[src/rtl/core/lpe_pkg.sv]
// ----------------------------------------------------------------------------
// lpe_pkg
// Shared types, widths and reset values for the line position estimator.
// ----------------------------------------------------------------------------
package lpe_pkg;

	localparam int WINDOW      = 8;
	localparam int SAMPLE_BITS = 12;
	localparam int SLOT_BITS   = (WINDOW > 1) ? $clog2(WINDOW) : 1;
	localparam int SUM_BITS    = $clog2(WINDOW * ((1 << SAMPLE_BITS) - 1) + 1);
	localparam int TOTAL_BITS  = SUM_BITS + 1;

	localparam int DETECT_BITS = 15;
	localparam int MIN_BITS    = 16;
	localparam int SLOPE_BITS  = 16;
	localparam int OFFSET_BITS = 12;
	localparam int VALUE_BITS  = 15;
	localparam int SCALE_SHIFT = 16;
	localparam int PROD_BITS   = TOTAL_BITS + SLOPE_BITS;
	localparam int SCALED_BITS = PROD_BITS - SCALE_SHIFT;
	localparam int MAG_BITS    = ((SCALED_BITS > OFFSET_BITS) ? SCALED_BITS : OFFSET_BITS) + 1;
	localparam int POS_BITS    = 16;

	localparam int ITEM_BITS      = 2 * SAMPLE_BITS + 4;
	localparam int IN_TDATA_BITS  = ((ITEM_BITS + 7) / 8) * 8;
	localparam int OUT_TDATA_BITS = POS_BITS;
	localparam int CFG_INDEX_BITS = 3;
	localparam int CFG_DATA_BITS  = 16;

	localparam logic [DETECT_BITS-1:0] DETECT_RESET = DETECT_BITS'(27797);
	localparam logic [MIN_BITS-1:0]    MIN_RESET    = MIN_BITS'(12449);
	localparam logic [SLOPE_BITS-1:0]  SLOPE_RESET  = SLOPE_BITS'(3909);
	localparam logic [OFFSET_BITS-1:0] OFFSET_RESET = OFFSET_BITS'(588);
	localparam logic [VALUE_BITS-1:0]  OUTER_RESET  = VALUE_BITS'(13312);
	localparam logic [VALUE_BITS-1:0]  INNER_RESET  = VALUE_BITS'(6912);

	localparam logic [31:0] POS_MAX_MAG = 32'd32767;
	localparam logic signed [POS_BITS-1:0] POS_MAX = 16'sh7fff;
	localparam logic signed [POS_BITS-1:0] POS_MIN = 16'sh8000;

	typedef enum logic [CFG_INDEX_BITS-1:0] {
		REG_DETECT_LIMIT = 3'd0,
		REG_MIN_TOTAL    = 3'd1,
		REG_SLOPE_COEF   = 3'd2,
		REG_OFFSET_Q8    = 3'd3,
		REG_OUTER_VALUE  = 3'd4,
		REG_INNER_VALUE  = 3'd5
	} cfg_reg_t;

	typedef logic [SAMPLE_BITS-1:0] sample_t;
	typedef logic [SUM_BITS-1:0] sum_t;
	typedef logic [TOTAL_BITS-1:0] total_t;
	typedef logic signed [POS_BITS-1:0] pos_t;

	typedef struct packed {
		logic [DETECT_BITS-1:0] detect_limit;
		logic [MIN_BITS-1:0]    min_total;
		logic [SLOPE_BITS-1:0]  slope_coef;
		logic [OFFSET_BITS-1:0] offset_q8;
		logic [VALUE_BITS-1:0]  outer_value;
		logic [VALUE_BITS-1:0]  inner_value;
	} cfg_t;

	// first member lands in the top bits, so left_sample sits lowest
	typedef struct packed {
		logic    rightmost_bit;
		logic    right_inner_bit;
		logic    left_inner_bit;
		logic    leftmost_bit;
		sample_t right_sample;
		sample_t left_sample;
	} item_t;

	typedef struct packed {
		sum_t left_sum;
		sum_t right_sum;
		logic leftmost_seen;
		logic left_inner_seen;
		logic right_inner_seen;
		logic rightmost_seen;
	} sums_t;

	typedef struct packed {
		logic   analog;
		logic   use_mag;
		logic   negative;
		total_t total;
		pos_t   digital_pos;
	} decision_t;

endpackage

[src/rtl/core/lpe_window.sv]
// ----------------------------------------------------------------------------
// lpe_window
// Sample rings and running window sums for both analog channels.
// ----------------------------------------------------------------------------
module lpe_window (
	input  logic          clk,
	input  logic          arst_n,
	input  logic          advance,
	input  lpe_pkg::item_t item,
	output lpe_pkg::sums_t sums
);
	import lpe_pkg::*;

	sample_t left_ring_q [WINDOW];
	sample_t right_ring_q [WINDOW];
	sum_t left_sum_q;
	sum_t right_sum_q;
	logic [SLOT_BITS-1:0] slot_q;
	logic [3:0] seen_q;

	sum_t left_sum_d;
	sum_t right_sum_d;
	logic [SLOT_BITS-1:0] slot_d;

	always_comb begin
		left_sum_d  = left_sum_q - SUM_BITS'(left_ring_q[slot_q]) + SUM_BITS'(item.left_sample);
		right_sum_d = right_sum_q - SUM_BITS'(right_ring_q[slot_q])
			+ SUM_BITS'(item.right_sample);
		if (slot_q == SLOT_BITS'(WINDOW - 1)) begin
			slot_d = '0;
		end else begin
			slot_d = slot_q + 1'b1;
		end
	end

	always_ff @(posedge clk or negedge arst_n) begin
		if (!arst_n) begin
			for (int i = 0; i < WINDOW; i++) begin
				left_ring_q[i]  <= '0;
				right_ring_q[i] <= '0;
			end
			left_sum_q  <= '0;
			right_sum_q <= '0;
			slot_q      <= '0;
		end else if (advance) begin
			left_ring_q[slot_q]  <= item.left_sample;
			right_ring_q[slot_q] <= item.right_sample;
			left_sum_q  <= left_sum_d;
			right_sum_q <= right_sum_d;
			slot_q      <= slot_d;
		end
	end

	// sensors are active low
	always_ff @(posedge clk) begin
		if (advance) begin
			seen_q <= {~item.leftmost_bit, ~item.left_inner_bit,
				~item.right_inner_bit, ~item.rightmost_bit};
		end
	end

	assign sums.left_sum         = left_sum_q;
	assign sums.right_sum        = right_sum_q;
	assign sums.leftmost_seen    = seen_q[3];
	assign sums.left_inner_seen  = seen_q[2];
	assign sums.right_inner_seen = seen_q[1];
	assign sums.rightmost_seen   = seen_q[0];

endmodule

[src/rtl/core/lpe_decide.sv]
// ----------------------------------------------------------------------------
// lpe_decide
// Picks analog or digital mode and the digital position from the window sums.
// ----------------------------------------------------------------------------
module lpe_decide (
	input  logic              clk,
	input  logic              advance,
	input  lpe_pkg::cfg_t      cfg,
	input  lpe_pkg::sums_t     sums,
	output lpe_pkg::decision_t decision
);
	import lpe_pkg::*;

	decision_t dec_d;
	decision_t dec_s3;
	pos_t outer_pos;
	pos_t inner_pos;

	always_comb begin
		outer_pos = pos_t'(cfg.outer_value);
		inner_pos = pos_t'(cfg.inner_value);
		dec_d.analog = (32'(sums.left_sum) < 32'(cfg.detect_limit))
			|| (32'(sums.right_sum) < 32'(cfg.detect_limit));
		dec_d.total = TOTAL_BITS'(sums.left_sum) + TOTAL_BITS'(sums.right_sum);
		dec_d.use_mag = dec_d.analog && (32'(dec_d.total) >= 32'(cfg.min_total));
		// equal sums take the negative sign, like a line on the right sensors
		dec_d.negative = !(sums.right_sum > sums.left_sum);
		if (sums.leftmost_seen) begin
			dec_d.digital_pos = outer_pos;
		end else if (sums.left_inner_seen) begin
			dec_d.digital_pos = inner_pos;
		end else if (sums.right_inner_seen) begin
			dec_d.digital_pos = -inner_pos;
		end else if (sums.rightmost_seen) begin
			dec_d.digital_pos = -outer_pos;
		end else begin
			dec_d.digital_pos = '0;
		end
	end

	always_ff @(posedge clk) begin
		if (advance) begin
			dec_s3 <= dec_d;
		end
	end

	assign decision = dec_s3;

endmodule

[src/rtl/core/lpe_scale.sv]
// ----------------------------------------------------------------------------
// lpe_scale
// Scales the analog total, applies sign and saturation, picks and holds the result word.
// ----------------------------------------------------------------------------
module lpe_scale (
	input  logic              clk,
	input  logic              advance,
	input  lpe_pkg::cfg_t      cfg,
	input  lpe_pkg::decision_t decision,
	output lpe_pkg::pos_t      position,
	output logic              analog_mode
);
	import lpe_pkg::*;

	logic [PROD_BITS-1:0] product;
	logic [MAG_BITS-1:0] mag;
	logic [31:0] mag_ext;
	pos_t analog_pos;
	pos_t pos_d;
	pos_t position_q;
	logic analog_q;

	always_comb begin
		product = PROD_BITS'(decision.total) * PROD_BITS'(cfg.slope_coef);
		mag = MAG_BITS'(product[PROD_BITS-1:SCALE_SHIFT]) + MAG_BITS'(cfg.offset_q8);
		mag_ext = 32'(mag);
		if (!decision.negative) begin
			analog_pos = (mag_ext > POS_MAX_MAG) ? POS_MAX : pos_t'(mag_ext[POS_BITS-1:0]);
		end else begin
			analog_pos = (mag_ext > POS_MAX_MAG) ? POS_MIN : -pos_t'(mag_ext[POS_BITS-1:0]);
		end
		if (decision.use_mag) begin
			pos_d = analog_pos;
		end else if (decision.analog) begin
			pos_d = '0;
		end else begin
			pos_d = decision.digital_pos;
		end
	end

	always_ff @(posedge clk) begin
		if (advance) begin
			position_q <= pos_d;
			analog_q   <= decision.analog;
		end
	end

	assign position    = position_q;
	assign analog_mode = analog_q;

endmodule

[src/rtl/core/line_position_estimator.sv]
// ----------------------------------------------------------------------------
// line_position_estimator
// An accepted word passes item_s1, the window sums, dec_s3 and position_q.
// Throughput: one word per cycle; stages only stall when the result is held.
// Reset clears the sample rings, window sums and ring slot, loads the default
// register values and empties the pipeline.
// ----------------------------------------------------------------------------
module line_position_estimator (
	input  logic                                  clk,
	input  logic                                  arst_n,
	input  logic                                  s_tvalid,
	output logic                                  s_tready,
	// left_sample[11:0], right_sample[23:12], leftmost_bit[24], left_inner_bit[25],
	// right_inner_bit[26], rightmost_bit[27], zero fill
	input  logic [lpe_pkg::IN_TDATA_BITS-1:0]     s_tdata,
	output logic                                  m_tvalid,
	input  logic                                  m_tready,
	// position[15:0]
	output logic [lpe_pkg::OUT_TDATA_BITS-1:0]    m_tdata,
	// analog_mode[0]
	output logic                                  m_tuser,
	input  logic                                  cfg_valid,
	output logic                                  cfg_ready,
	input  logic [lpe_pkg::CFG_INDEX_BITS-1:0]    cfg_index,
	input  logic [lpe_pkg::CFG_DATA_BITS-1:0]     cfg_data
);
	import lpe_pkg::*;

	cfg_t cfg_q;
	item_t item_s1;
	logic valid_s1_q;
	logic valid_s2_q;
	logic valid_s3_q;
	logic valid_out_q;
	logic out_en;
	logic s3_en;
	logic s2_en;
	logic s1_en;
	sums_t sums;
	decision_t decision;
	pos_t position;
	logic analog_mode;

	assign cfg_ready = 1'b1;

	always_ff @(posedge clk or negedge arst_n) begin
		if (!arst_n) begin
			cfg_q.detect_limit <= DETECT_RESET;
			cfg_q.min_total    <= MIN_RESET;
			cfg_q.slope_coef   <= SLOPE_RESET;
			cfg_q.offset_q8    <= OFFSET_RESET;
			cfg_q.outer_value  <= OUTER_RESET;
			cfg_q.inner_value  <= INNER_RESET;
		end else if (cfg_valid && cfg_ready) begin
			case (cfg_index)
				REG_DETECT_LIMIT: cfg_q.detect_limit <= cfg_data[DETECT_BITS-1:0];
				REG_MIN_TOTAL:    cfg_q.min_total    <= cfg_data[MIN_BITS-1:0];
				REG_SLOPE_COEF:   cfg_q.slope_coef   <= cfg_data[SLOPE_BITS-1:0];
				REG_OFFSET_Q8:    cfg_q.offset_q8    <= cfg_data[OFFSET_BITS-1:0];
				REG_OUTER_VALUE:  cfg_q.outer_value  <= cfg_data[VALUE_BITS-1:0];
				REG_INNER_VALUE:  cfg_q.inner_value  <= cfg_data[VALUE_BITS-1:0];
				default: begin
				end
			endcase
		end
	end

	// each stage moves when the one after it is empty or moving
	assign out_en   = !valid_out_q || m_tready;
	assign s3_en    = !valid_s3_q || out_en;
	assign s2_en    = !valid_s2_q || s3_en;
	assign s1_en    = !valid_s1_q || s2_en;
	assign s_tready = s1_en;

	always_ff @(posedge clk or negedge arst_n) begin
		if (!arst_n) begin
			valid_s1_q  <= 1'b0;
			valid_s2_q  <= 1'b0;
			valid_s3_q  <= 1'b0;
			valid_out_q <= 1'b0;
		end else begin
			if (s1_en) begin
				valid_s1_q <= s_tvalid;
			end
			if (s2_en) begin
				valid_s2_q <= valid_s1_q;
			end
			if (s3_en) begin
				valid_s3_q <= valid_s2_q;
			end
			if (out_en) begin
				valid_out_q <= valid_s3_q;
			end
		end
	end

	always_ff @(posedge clk) begin
		if (s_tvalid && s1_en) begin
			item_s1 <= item_t'(s_tdata[ITEM_BITS-1:0]);
		end
	end

	lpe_window u_window (
		.clk     (clk),
		.arst_n  (arst_n),
		.advance (valid_s1_q && s2_en),
		.item    (item_s1),
		.sums    (sums)
	);

	lpe_decide u_decide (
		.clk      (clk),
		.advance  (valid_s2_q && s3_en),
		.cfg      (cfg_q),
		.sums     (sums),
		.decision (decision)
	);

	lpe_scale u_scale (
		.clk         (clk),
		.advance     (valid_s3_q && out_en),
		.cfg         (cfg_q),
		.decision    (decision),
		.position    (position),
		.analog_mode (analog_mode)
	);

	assign m_tvalid = valid_out_q;
	assign m_tdata  = OUT_TDATA_BITS'(position);
	assign m_tuser  = analog_mode;

endmodule
[config.mk]
export PLATFORM = sky130hd
export DESIGN_NAME = line_position_estimator
export DESIGN_NICKNAME = d
export VERILOG_FILES = /design/src/rtl/core/lpe_pkg.sv /design/src/rtl/core/lpe_window.sv /design/src/rtl/core/lpe_decide.sv /design/src/rtl/core/lpe_scale.sv /design/src/rtl/core/line_position_estimator.sv
export SDC_FILE = /design/constraint.sdc
export NUM_CORES = 1
export LEC_CHECK = 0
export BUFFER_PORTS_ARGS = -buffer_cell sky130_fd_sc_hd__clkbuf_2
export CORE_MARGIN = 3
export CORE_UTILIZATION = 42
export DETAILED_ROUTE_END_ITERATION = 7
export GPL_ROUTABILITY_DRIVEN = 0
export GPL_TIMING_DRIVEN = 0
export PLACE_DENSITY = 0.63
export SLEW_MARGIN = 40
export SYNTH_ARGS = -nofsm -noshare
export SYNTH_HDL_FRONTEND = slang
export SYNTH_SLANG_ARGS = --single-unit
[constraint.sdc]
create_clock -name clk -period 9.78 [get_ports clk]
set_clock_uncertainty 0.1 [all_clocks]
set_input_delay 0 -clock clk [delete_from_list [all_inputs] [get_ports clk]]
set_output_delay 0 -clock clk [all_outputs]
set_load 0.005 [all_outputs]
==> results.md, run 1 <==
* R2R Setup Slk at between 0.3 and 0.4 ns
* Worst slew margin at approximately two fifths
* 1st-iter DRT viols at between 1500 and 2000
* IO Port Bufs at between 60 and 70
* Post-synthesis cell count at a little under 3000
* Crit Path Class: register to register
* Clock Sinks at between 400 and 500
* Global route overflow at 0
* Setup crit end kind: register
* Most common cell after layout, fill and taps aside: nand2_1
* H-tree level count at 2
* Die Area at 72220 um2
* Antenna Nets Post-Route at 0
* Sequential-to-total area share from yosys stat at a little over a third
* Unique masters post-synth at 73
* Buffers from clock root to sink, at most at 3
* Final slew viol count at 0
* Vias at approximately 22000
* Initial Util at 42.79%
* Filler Cell Count at roughly 6400
* Critical Path RT at between 10 and 15 ns
* Total core area at about 68000 um2
* Synth Warn # at 0
* I/O pin total at between 70 and 80
* R2R cell count at 35
* Status: complete, no violations
* GRT Total Usage at 22.79%
* Primary FF master, synth: dfrtp_1
* Hold path startpoint: s_tdata[0]
* TritonCTS buffer count at 42
* Share of layout cells above drive strength 1 at between 10% and 20%
* Antenna violations before repair at 0
* Crit path DAT at approximately 9.7 ns
* Grt peak-use layer: met2
* Drt pass-1 iters at 5
* Startpoint Class: register
* CP max-delay cell: fa_1
* Die height at approximately 270 um
* Min Tclk post-route at between 9 and 10 ns
* Global-route track usage on met2 at 38.25%
* Largest net degree at the start of global routing at 71
* Met3 usage at ~3.1%
* Max Cap Violations at 0
* Setup TNS Final at 0 ns
* Via/cell ratio at 5.395
* Register clock-pin slew on the reported worst setup and hold paths at about 0.060 ns
* Crit-path max cell delay at ~0.56 ns
* Ant. Diodes at 0
* Most frequent cells in the layout: 434 x nand2_1, 402 x inv_1, 284 x dfrtp_1
* Met1 Usage GRT at between 30 and 40%
* Slew @ Worst Pin at between 0.9 and 1 ns
* Chip Width at 268.7 um
* CTS tree: yes
* Clk_lat worst skew at 0.59 ns
* Ratio of final minimum period to clock period at a little over nine tenths
* Routed len/inst at 19.81 um
* Maximum clock frequency at 106.1 MHz
* DP HPWL at around 61000 um
* Post-synthesis register bit count at about 400
* Nets at between 3000 and 4000
* Hold Path End: item_s1[0]$_DFFE_PP_
* Synth Cell Area at around 29000 um2
* Final Hold Fails at 0
* Reg-to-reg endpoint: u_scale.position[15]$_DFFE_PP_
* Syn_nets at roughly 3500
* Most used cell along the critical path: fa_1
* Crit-path max FO at 10
* Placed Cells incl. Taps at slightly below 4000
* Layout Cells excl Fill at 4077
* Area Growth Syn to Fin at 14.54%
* Post-synth EDFFs at 84
* Worst hold stages at 2
* Reg2reg start: cfg_q[46]$_DFFE_PN0P_
* Vias in the first global route at 22340
* Final routed DRC violation total at 0
* Final setup viols at 0
* WHS at around 0.024 ns
* Final WL at 80780 um
* CTS Root Cell: clkbuf_16
* FP Rows at 95
* Mean post-synth cell area at slightly below 10 um2
* Async SR Flop Fraction at 79.10%
* First-pass GRT wire length at ~130000 um
* HP Class: input pin to register
==> critical path, delay by kind of cell, from the launching register on <==
family                   cells  cell delay, ns
flip-flops                   1            0.50
AO/OA/AOI/OAI               15            2.98
XOR/XNOR                     1            0.15
buffers and inverters        6            0.68
AND/OR/NAND/NOR              5            0.97
adder cells (fa/ha/maj)      8            3.78
==> how the worst max path moves through the flow <==
stage                          startpoint                              to  slack, ns  depth (start not counted)
global route        cfg_q[56]$_DFFE_PN0P_   u_scale.position[8]$_DFFE_PP_     -0.002                         33
global placement    cfg_q[51]$_DFFE_PN1P_   u_scale.position[8]$_DFFE_PP_      -0.63                         36
CTS                 cfg_q[51]$_DFFE_PN1P_   u_scale.position[6]$_DFFE_PP_       0.02                         35
detailed placement  cfg_q[51]$_DFFE_PN1P_   u_scale.position[6]$_DFFE_PP_      -0.62                         36
floorplan           cfg_q[51]$_DFFE_PN1P_  u_scale.position[10]$_DFFE_PP_       1.07                         33
finish              cfg_q[46]$_DFFE_PN0P_  u_scale.position[15]$_DFFE_PP_       0.35                         35
==> synthesized netlist by cell type, drive strengths merged, types with 7 or more instances <==
cell type	number	area, um2
o21bai	17	127.6
nor2	64	242.7
dfstp	31	814.5
nand2	434	1629
o31ai	7	52.55
dfrtp	287	7182
mux2	90	1013
fa	219	4384
o211ai	15	112.6
nor3	26	130.1
and3	9	56.30
o21ai	282	1411
nand4	38	237.7
nor4	14	87.58
nand2b	22	137.6
edfxtp	84	2522
a21oi	95	475.5
and2	115	719.4
o21a	13	97.59
xnor2	59	524.3
ha	224	2803
nor2b	16	100.1
a21o	43	322.8
clkbuf	113	424.2
inv	403	1513
a22oi	104	780.8
nand3	26	130.1
a211oi	8	72.57
xor2	24	210.2
==> routing by layer <==
layer	routed length (um)	share of wire [%]
met1	34740	43
met4	2983	3.7
met5	0	0
met3	4675	5.8
met2	38390	48
==> metrics by stage <==
stage | util, % | setup WS (ns) | area (um2)
2_1_floorplan | - | 1.073 | 28990
3_3_place_gp | 44.91 | -0.6343 | 30430
3_5_place_dp | 45.31 | -0.6166 | 30700
4_1_cts | 48.69 | 0.01624 | 32990
5_1_grt | 49.01 | -0.001578 | 33210
6_report | 49.01 | 0.3532 | 33210
==> logic make-up after synthesis <==
kind of cell	synth area share, %
AND/OR/NAND/NOR	12.65
AO/OA/AOI/OAI	13.41
buffers and inverters	6.784
adder cells (fa/ha/maj)	24.79
flip-flops	36.28
multiplexers	3.530
XOR/XNOR	2.533
other	0.01293
==> sequential cells by signal, indices dropped and copies added, names as in the netlist <==
register / cells
cfg_q: 89
item_s1: 28
m_tvalid: 1
u_decide.decision: 35
u_scale.analog_mode: 1
u_scale.position: 16
u_window.left_ring_q: 96
u_window.left_sum_q: 15
u_window.right_ring_q: 96
u_window.right_sum_q: 15
u_window.seen_q: 4
u_window.slot_q: 3
valid_s1_q: 1
valid_s2_q: 1
valid_s3_q: 1
==> timing repair <==
item,4_1_cts,5_1_grt
buffers inserted,1,13
hold buffers,75,0
cloned,0,0
setup endpoints to repair,16,16
pin swaps,1,3
endpoints found under the hold margin,328,0
gates resized for setup,16,64
==> layout make-up <==
| cell class | count | area, um2 | area share [%] |
|---|---|---|---|
| repair buffers | 168 | 1440 | 4.337 |
| plain buffers | 115 | 494.2 | 1.488 |
| inverters | 404 | 1516 | 4.567 |
| flip-flops and latches | 402 | 10520 | 31.69 |
| well taps | 873 | 1092 | 3.290 |
| multi-input cells | 2038 | 16640 | 50.12 |
| clock inverters | 25 | 317.8 | 0.9571 |
| clock buffers | 52 | 1181 | 3.557 |
Power of run 1 is left out: the tool's default activity adds up to more than one toggle a clock period on the data nets, which glitch-free logic cannot reach.
==> inputs of run 2 (changes only) <==
- HOLD_SLACK_MARGIN: unset -> 0.06
==> results.md, run 2 (synthesis gave the netlist of run 1 again) <==
* Crit-path max cell delay at ~0.56 ns
* Max Cap Violations at 0
* Register area at between 10000 and 15000 um2
* Worst setup path end: u_scale.position[8]$_DFFE_PP_
* Share of layout cells above drive strength 1 at a little under an eighth
* 1st-iter DRT viols at 1597
* Top Registers: u_window.left_ring_q x96, u_window.right_ring_q x96, cfg_q x89
* Buffers from clock root to sink, at most at 3
* Die Area at about 72000 um2
* Critical Path RT at between 10 and 15 ns
* Crit path launch: cfg_q[46]$_DFFE_PN0P_
* Most frequent cells in the layout: 434 x nand2_1, 402 x inv_1, 284 x dfrtp_1
* R2R cell count at 34
* Reg2reg start: cfg_q[46]$_DFFE_PN0P_
* R2R Setup Slk at approximately 0.35 ns
* CTS tree: yes
* Crit path depth at 34
* Antenna violations before repair at 0
* Utilization after layout at between 40% and 50%
* Reg-to-reg endpoint: u_scale.position[8]$_DFFE_PP_
* Routed len/inst at between 15 and 20 um
* Total core area at between 60000 and 70000 um2
* Vias in the first global route at approximately 22000
* Initial Util at between 40% and 50%
* Worst slew margin at 38.59%
* CP max-delay cell: fa_1
* HP Class: input pin to register
* H-tree level count at 2
* Chip Width at roughly 270 um
* Bufs and invs on worst path at 6
* Crit path DAT at 9.71 ns
* Crit-path max FO at 10
* DP HPWL at between 60000 and 70000 um
* Maximum clock frequency at 106.1 MHz
* Multi-input gate area at approximately 17000 um2
* Via/cell ratio at between 5 and 6
* Filler Cell Count at about 6400
* Slew @ Worst Pin at between 0.9 and 1 ns
* Final WL at a little over 80000 um
* Most used cell along the critical path: fa_1
* Setup crit end kind: register
* Area Growth Syn to Fin at 14.89%
* Place WS at -0.6166 ns
* Min Tclk post-route at 9.426 ns
* Status: complete, no violations
* CP top delay family: adder cells
* Clk_lat worst skew at 0.59 ns
* Ratio of final minimum period to clock period at between 90% and 100%
* Die height at around 270 um
* TritonCTS buffer count at between 40 and 50
* Drt pass-1 iters at 6
* Startpoint Class: register
* IO Port Bufs at a little under 70
* Final slew viol count at 0
* Register clock-pin slew on the reported worst setup and hold paths at about 0.060 ns
* Vias at 22070
* Final Hold Fails at 0
* Largest net degree at the start of global routing at 71
* Final setup margin at about 0.35 ns
* Final routed DRC violation total at 0
* GRT Total Usage at around 23%
* CTS Root Cell: clkbuf_16
* Final setup viols at 0
* Nets at 3680
* Crit Path Class: register to register
* Clock Sinks at 402
* First-pass GRT wire length at between 100000 and 150000 um
* Antenna Nets Post-Route at 0
* Global route overflow at 0
* FP Rows at 95
* Most common cell after layout, fill and taps aside: nand2_1
* I/O pin total at between 70 and 80
-- run 2: changes by cell type in the layout (fill, tap and decap cells not counted), sizes merged --
| cell | change |
|---|---|
| dlygate4sd3 | +10 |
| diode | +1 |
-- run 2: how the worst min path moves through the flow --
stage | startpoint | end | slack, ns | cells past startpoint
floorplan | arst_n | cfg_q[0]$_DFFE_PN0P_ | -0.40 | 0
global placement | s_tdata[9] | item_s1[9]$_DFFE_PP_ | 0.08 | 1
detailed placement | arst_n | u_window.right_ring_q[53]$_DFFE_PN0P_ | -0.10 | 1
CTS | s_tdata[7] | item_s1[7]$_DFFE_PP_ | 0.07 | 2
global route | s_tdata[10] | item_s1[10]$_DFFE_PP_ | 0.09 | 2
finish | s_tdata[7] | item_s1[7]$_DFFE_PP_ | 0.07 | 2
-- run 2: per-layer routing --
| metal | part of all wire (%) | global-route usage (%) | vias to the layer above |
|---|---|---|---|
| li1 | - | - | 10330 |
| met1 | 43 | 30.31 | 10860 |
| met2 | 47 | 38.24 | 723 |
| met3 | 5.9 | 3.139 | 154 |
| met4 | 3.8 | 8.311 | 0 |
| met5 | 0 | 0 | - |
-- run 2: layout make-up --
| class | count | share of cell area (%) |
|---|---|---|
| Tap cell | 873 | 3.279 |
| Clock buffer | 52 | 3.546 |
| Inverter | 404 | 4.553 |
| Sequential cell | 402 | 31.59 |
| Antenna cell | 1 | 0.007513 |
| Clock inverter | 25 | 0.9541 |
| Multi-Input combinational cell | 2038 | 49.96 |
| Buffer | 115 | 1.484 |
| Timing Repair Buffer | 178 | 4.624 |
-- run 2: repair_timing --
action | CTS | global route
resized for setup | 16 | 64
setup buffers | 1 | 13
pin swaps | 1 | 3
hold endpoints to repair | 334 | 0
hold buffers | 85 | 0
gates cloned | 0 | 0
setup endpoints to repair | 16 | 16
-- run 2: stage by stage --
stage	TNS [ns]	std cells	instance area, um2	hold slack [ns]
3_5_place_dp	-8.799	3913	30700	-0.1014
3_3_place_gp	-9.003	3904	30430	0.07731
4_1_cts	0	4073	33090	0.06717
6_report	0	4088	33310	0.06964
2_1_floorplan	0	2962	28990	-0.3956
5_1_grt	-0.001578	4087	33310	0.09035
Power of run 2 is left out for the same reason.
